**src/hw/rtl/sis_pkg.sv**
```systemverilog
// Package for the stable insertion sorter: types, widths and defaults.
package sis_pkg;

    localparam int unsigned SIS_DEPTH = 64;
    localparam int unsigned KEY_W     = 32;
    localparam int unsigned TAG_W     = 16;

    typedef enum logic {
        KIND_INSERT = 1'b0,
        KIND_READ   = 1'b1
    } kind_t;

    typedef struct packed {
        logic [KEY_W-1:0] key;
        logic [TAG_W-1:0] tag;
    } entry_t;

    // Command broadcast to every cell at once.
    typedef struct packed {
        logic   ins;
        logic   pop;
        entry_t data;
    } cmd_t;

endpackage

```
**src/hw/rtl/sis_cell.sv**
```systemverilog
// One slot of the sorted chain: holds an entry, shifts up on insert, down on pop.
module sis_cell (
    input  logic            clk,
    input  sis_pkg::cmd_t   cmd,
    input  logic            occupied,
    input  logic            prev_place,
    input  sis_pkg::entry_t prev_entry,
    input  sis_pkg::entry_t next_entry,
    output sis_pkg::entry_t entry,
    output logic            place
);

    sis_pkg::entry_t entry_reg;
    sis_pkg::entry_t entry_next;

    // Strict compare keeps equal keys in arrival order.
    assign place = !occupied || (entry_reg.key > cmd.data.key);
    assign entry = entry_reg;

    always_comb
    begin
        entry_next = entry_reg;
        priority if (cmd.pop)
        begin
            entry_next = next_entry;
        end
        else if (cmd.ins)
        begin
            priority if (prev_place)
                entry_next = prev_entry;
            else if (place)
                entry_next = cmd.data;
            else
                entry_next = entry_reg;
        end
        else
        begin
            entry_next = entry_reg;
        end
    end

    always_ff @(posedge clk)
    begin
        entry_reg <= entry_next;
    end

endmodule

```
**config.mk**
```make
export PLATFORM = sky130hd
export DESIGN_NAME = sis_cell
export DESIGN_NICKNAME = d
export VERILOG_FILES = /design/src/hw/rtl/sis_pkg.sv /design/src/hw/rtl/sis_cell.sv
export SDC_FILE = /design/constraint.sdc
export NUM_CORES = 1
export LEC_CHECK = 0
export ABC_AREA = 1
export ABC_CLOCK_PERIOD_IN_PS = 2450
export BUFFER_PORTS_ARGS = -buffer_cell sky130_fd_sc_hd__buf_4
export CAP_MARGIN = 40
export CORE_MARGIN = 2
export CORE_UTILIZATION = 40
export CTS_CLUSTER_DIAMETER = 150
export CTS_CLUSTER_SIZE = 14
export DETAILED_ROUTE_END_ITERATION = 16
export HOLD_SLACK_MARGIN = 0.15
export PLACE_DENSITY = 0.77
export SLEW_MARGIN = 20
export SYNTH_ARGS = -nofsm -noshare
export SYNTH_HDL_FRONTEND = slang
export SYNTH_SLANG_ARGS = --single-unit
```
**constraint.sdc**
```tcl
create_clock -name clk -period 2.45 [get_ports clk]
set_input_delay 0.1225 -clock clk [delete_from_list [all_inputs] [get_ports clk]]
set_output_delay 0.1225 -clock clk [all_outputs]
set_load 0.01 [all_outputs]
```
==> impl_metrics.toml, run 1 <==
[outcome]
outcome = "finished, final reports clean"

[cts]
numCtsBuffers = 5
cts_tree = "built"
clk_latency_ps = 300
cts-root-buf = "clkbuf_8"
h-tree-depth = 2
clockBufferDepth = 2
cts_sinks = 48
post_cts_resized = 0
clk_pin_slew_ps = 80
cts_setup_buffers = 0

[setup_path]
crit_top_cell = "nand2_1"
cp_top_family = "simple AND/OR/NAND/NOR gates"
cp_slowest_cell = "edfxtp_1"
arrival_ps = 2180
rr_worst_depth = 12
r2r_slack_ps = 310
criticalPathCategory = "reg2reg"
critPathBufInv = 2
cp_data_required_time_ps = 2490
reg2reg_from = "entry[37]$_DFFE_PP_"
cp_max_fo = 38
endpoint_kind = "flip-flop"
r2r-end = "entry[1]$_DFFE_PP_"
cp-start-kind = "flip-flop"
path_cells = "ha_1 > a21oi_1 > nor2_1 > nor2_1 > nand3_1 > a21oi_2 > nand2_1 > nand2_1 > nand3_1 > nand2_1 > clkinvlp_4 > buf_12"
cp_slowest_stage_delay_ps = 400

[power]
switching_share_pct = 28.8
power.leakage_nw = 2.56
comb_power_share_pct = 35.2
internal_power_mw = 1.65
vdd_ir_drop_max_v = 0.000256
p_per_area_mw_per_mm2 = 432
pwr-share-clk_pct = 19.6
p_switching_uw = 668
seqPwrFrac_pct = 45.3

[timing]
tightest_slew_ps = 621
period_share_pct = 87.3
fin_crit_ps = 2140
max_slew_margin_pct = 58.5
hold_viol = 0
fin_ws_ps = 312
rsz0062_at_grt = "no"
fin_skew_ps = 3.39
setup_viol = 0
drv_slew = 0
fmax_mhz = 468

[floorplanning]
core_area_mm2 = 0.00818
die_h_um = 95.7
die_x_um = 95.7
ios = 198
row_count = 33
initial_core_util_pct = 41.1
fp.dieArea_mm2 = 0.00915

[cells_and_area]
postLayoutCoreUtil_pct = 65.8
layout-drive-gt1-share_pct = 36.6
n_antenna_cell = 0
area_delta_synth_final_pct = 60.1
largest_register_ffs = 48
nNetsFinal = 789
fill_cells = 684

[worst_hold_path]
hp-start = "next_entry[9]"
hold_depth = 3
hold_end = "entry[9]$_DFFE_PP_"
hold_path.class = "in2reg"

[place]
dp_hpwl_mm = 7.54
place.gp.congestion = 0.787
place_ws_ps = 299
portBuffers = 197

[global_route]
grt_start_max_net_pins = 54
grt_pass1_vias = 3430
antenna_found_initial = 0
grt_first_pass_wirelength_mm = 15.5
track_usage_pct = 21.7
grt_overflow = 0

[routing]
first_iter_violations = 91
routed.top_layer = "met4"
drt_wl_total_mm = 10.0
post-route-drc-count = 0
drtAntennaViolNets = 0
post_drt_wl_per_cell_um = 14.1
via_per_inst = 4.90
dr.pass1.iters = 4
drt-met1-wl_mm = 3.83
dr_wl_met2_mm = 5.22
routed-via-count = 3498
route.met3.wl_um = 829

[synth]
synth_area_mm2 = 0.00336
synth_ff_type = "edfxtp_1"
synth_top_area_share_pct = 42.9
syn_nets = 564
ys_seq_elements = 48
synthCells = 383
ys_types = 27
synth_top_area_cell = "edfxtp_1"
yosysWarnings = 0
synth_edf_count = 48
avgSynthCellArea_um2 = 8.77
async_reset_ff_share_pct = 0
ys_seq_area_share_pct = 42.9
yosys-top-cells-area = "edfxtp_1 (43%), ha_1 (12%), nand2_1 (9.6%), a21oi_1 (7.4%), o21a_1 (6.7%)"

[job]
cap_violations = 0
-- logic make-up after synthesis --
kind of cell	Yosys count	synth area share, %
simple gates	127	15.6
compound gates	113	21.4
buf+inv	63	8.19
flops	48	42.9
fa+ha+maj	32	11.9
-- worst max path at each step --
stage | end | cells past startpoint | slack, ps | start
global route | entry[1]$_DFFE_PP_ | 12 | 130 | entry[35]$_DFFE_PP_
floorplan | entry[0]$_DFFE_PP_ | 13 | -50 | entry[35]$_DFFE_PP_
detailed placement | entry[13]$_DFFE_PP_ | 12 | 300 | entry[37]$_DFFE_PP_
CTS | entry[44]$_DFFE_PP_ | 12 | 290 | entry[37]$_DFFE_PP_
global placement | entry[14]$_DFFE_PP_ | 12 | 330 | entry[37]$_DFFE_PP_
finish | entry[1]$_DFFE_PP_ | 12 | 310 | entry[37]$_DFFE_PP_
-- cell usage after synthesis, types with 2 or more instances --
library cell / n
nor2_4: 2
nand3_1: 3
clkbuf_1: 4
nand2_1: 86
nor2_2: 3
inv_1: 38
nor2_1: 27
inv_2: 4
o211ai_1: 29
ha_1: 32
nand2_2: 3
o21a_1: 30
edfxtp_1: 48
a21oi_1: 50
buf_2: 12
-- cell type report --
| type | instances | area (um2) | share of cell area [%] |
|---|---|---|---|
| tap | 105 | 131 | 2.44 |
| inverter | 43 | 165 | 3.07 |
| sequential | 48 | 1440 | 26.8 |
| multi-input combinational | 272 | 1660 | 30.8 |
| timing repair buffer | 238 | 1900 | 35.4 |
| clock buffer | 7 | 76.3 | 1.42 |
| clock inverter | 1 | 3.75 | 0.0698 |
-- worst register-to-register path: cells and delay by family, from the launching register on --
| kind | cells | cell delay, ps |
|---|---|---|
| buffers and inverters | 2 | 290 |
| AND/OR/NAND/NOR | 7 | 550 |
| AO/OA/AOI/OAI | 2 | 300 |
| adder cells (fa/ha/maj) | 1 | 310 |
| flip-flops | 1 | 400 |
-- layer usage --
metal	GRT usage, %	up-vias
li1	-	1767
met2	40.2	147
met5	0	-
met4	6.79	0
met1	23.8	1569
met3	6.09	15
-- power by group through the flow --
stage / Sequential, mW / Clock [mW] / Combinational [mW]
3_5_place_dp: 1.07 / 0 / 0.774
6_report: 1.05 / 0.454 / 0.816
4_1_cts: 1.05 / 0.470 / 0.825
3_3_place_gp: 1.07 / 0 / 0.758
5_1_grt: 1.06 / 0.496 / 0.910
2_1_floorplan: 1.11 / 0 / 0.330
-- through the flow --
step                      instance area, um2  TNS (ps)  hold slack [ps]  instances  power [mW]
after global routing                    5380         0              168        714        2.47
after CTS                               5380         0              151        714        2.35
final                                   5380         0              156        714        2.32
after detailed placement                4930         0              398        669        1.84
after floorplan                         3380     -2230              309        383        1.44
after global placement                  4930         0              393        669        1.82
-- layout by cell type (no fill, tap or decap) --
master,n
nand3_1,3
a21oi_1,50
nor2_4,2
clkbuf_8,5
nand2_2,3
inv_2,4
edfxtp_1,48
o21ai_0,1
o211ai_1,29
nor2_1,27
nand4_2,1
dlygate4sd3_1,37
ha_1,31
nor2_2,3
o21ai_1,1
or2_2,1
clkinvlp_4,1
a21oi_2,1
inv_1,37
clkinv_1,2
ha_4,1
buf_12,2
o21a_1,30
nand4_1,1
clkbuf_1,2
a21o_1,1
nand2_1,86
buf_4,199
-- what timing repair did --
item	4_1_cts	5_1_grt
endpoints found under the setup margin	0	0
hold buffers	37	0
hold endpoints to repair	37	0
(Power assumes the default switching activity.)
==> run 2, diff against run 1 <==
--- a/config.mk
+++ b/config.mk
@@ -16,6 +16,7 @@
 export DETAILED_ROUTE_END_ITERATION = 16
 export HOLD_SLACK_MARGIN = 0.15
 export PLACE_DENSITY = 0.77
+export RECOVER_POWER = 50
 export SLEW_MARGIN = 20
 export SYNTH_ARGS = -nofsm -noshare
 export SYNTH_HDL_FRONTEND = slang
==> run 2 against run 1 <==
Against the previous run: wire length shrank 0.39%; utilization shrank 2.2 points; total power shrank 2.8%; critical endpoint unchanged.
==> impl_metrics.toml, run 2 (synthesized netlist as in run 1, its figures left out) <==
[timing]
tightest_slew_ps = 1120
rsz0062_at_grt = "no"
fin_ws_ps = 318
drv_slew = 0
hold_viol = 0
finalSetupTns_ps = 0
period_share_pct = 87.0
fin_crit_ps = 2130
fin_hold_ws_ps = 156
fmax_mhz = 469
setup_viol = 0
max_slew_margin_pct = 25.1
fin_skew_ps = 3.28

[floorplanning]
row_count = 33
initial_core_util_pct = 41.1
ios = 198
core_area_mm2 = 0.00818
fp.dieArea_mm2 = 0.00915
die_h_um = 95.7
die_x_um = 95.7

[setup_path]
cp_data_required_time_ps = 2490
reg2reg_from = "entry[37]$_DFFE_PP_"
endpoint_kind = "flip-flop"
cp-start-kind = "flip-flop"
startpoint = "entry[37]$_DFFE_PP_"
cp_max_fo = 38
criticalPathCategory = "reg2reg"
arrival_ps = 2170

[routing]
route.met3.wl_um = 868
dr.pass1.iters = 6
routed.top_layer = "met4"
drt_wl_total_mm = 10.0
drt-met1-wl_mm = 3.79
drtAntennaViolNets = 0
dr_wl_met2_mm = 5.19
via_per_inst = 4.89
post_drt_wl_per_cell_um = 14.0
routed-via-count = 3493
first_iter_violations = 99
post-route-drc-count = 0

[power]
vdd_ir_drop_max_v = 0.000255
p_per_area_mw_per_mm2 = 434
power.leakage_nw = 2.39

[place]
place_ws_ps = 299
placed_area_mm2 = 0.00493
dp_hpwl_mm = 7.54
portBuffers = 197
place.gp.congestion = 0.787

[global_route]
grt_pass1_vias = 3430
track_usage_pct = 21.7
antenna_found_initial = 0
grt_overflow = 0
grt_first_pass_wirelength_mm = 15.5
grt_start_max_net_pins = 54

[cts]
cts_setup_buffers = 0
clk_latency_ps = 300
cts_tree = "built"
cts-root-buf = "clkbuf_8"
cts_sinks = 48
numCtsBuffers = 5
h-tree-depth = 2
clk_pin_slew_ps = 80
clockBufferDepth = 2

[cells_and_area]
largest_register_ffs = 48
area_delta_synth_final_pct = 54.7
layout-drive-gt1-share_pct = 28.6
nNetsFinal = 789
n_antenna_cell = 0
fill_cells = 739
fin_area_mm2 = 0.00520
layout_commonest_cell = "buf_4"
final_cell_mix = "buf_4 (151), nand2_1 (86), a21oi_1 (50), clkbuf_1 (50), edfxtp_1 (48)"

[outcome]
outcome = "finished, final reports clean"

[worst_hold_path]
hp-start = "next_entry[9]"
hold_path.class = "in2reg"

[job]
cap_violations = 0
==> run 2: through the flow <==
step | total power, mW | util, % | cells
detailed placement | 1.84 | 60.3 | 669
global placement | 1.82 | 60.3 | 669
global route | 2.40 | 63.6 | 714
finish | 2.26 | 63.6 | 714
CTS | 2.35 | 65.8 | 714
floorplan | 1.44 | - | 383
==> run 2: final cells by class <==
type	count	area, um2	area share [%]
timing repair buffer	238	1720	33.2
multi-input combinational	272	1660	31.9
sequential	48	1440	27.7
inverter	43	165	3.18
tap	105	131	2.53
clock buffer	7	76.3	1.47
clock inverter	1	3.75	0.0722
==> run 2: metal layers <==
metal,global-route usage (%),vias to the layer above
met1,23.8,1568
met4,6.79,0
met3,6.09,15
met2,40.2,143
met5,0,-
li1,-,1767
==> run 2: power by group <==
| part | switching, mW | internal, mW | total, mW |
|---|---|---|---|
| clock | 0.255 | 0.199 | 0.454 |
| sequential | 0.0377 | 1.01 | 1.05 |
| combinational | 0.373 | 0.380 | 0.753 |
| total | 0.665 | 1.59 | 2.26 |
==> run 2: worst paths after layout <==
path,end,slack [ps],depth (start not counted)
max,entry[1]$_DFFE_PP_,320,12
min,entry[9]$_DFFE_PP_,160,3
max reg2reg,entry[1]$_DFFE_PP_,320,12
min reg2reg,entry[24]$_DFFE_PP_,1400,10
==> run 2: worst max-delay path, stage by stage (launching register included) <==
cell and delay, ps:
edfxtp_1 390, ha_1 310, a21oi_1 150, nor2_1 60, nor2_1 80, nand3_1 110
a21oi_2 150, nand2_1 60, nand2_1 70, nand3_1 70, nand2_1 100, clkinvlp_4 110
buf_12 180
==> run 2: what timing repair did <==
action / in CTS / in global routing
hold buffers: 37 / 0
resized for setup: 0 / 0
endpoints found under the hold margin: 37 / 0
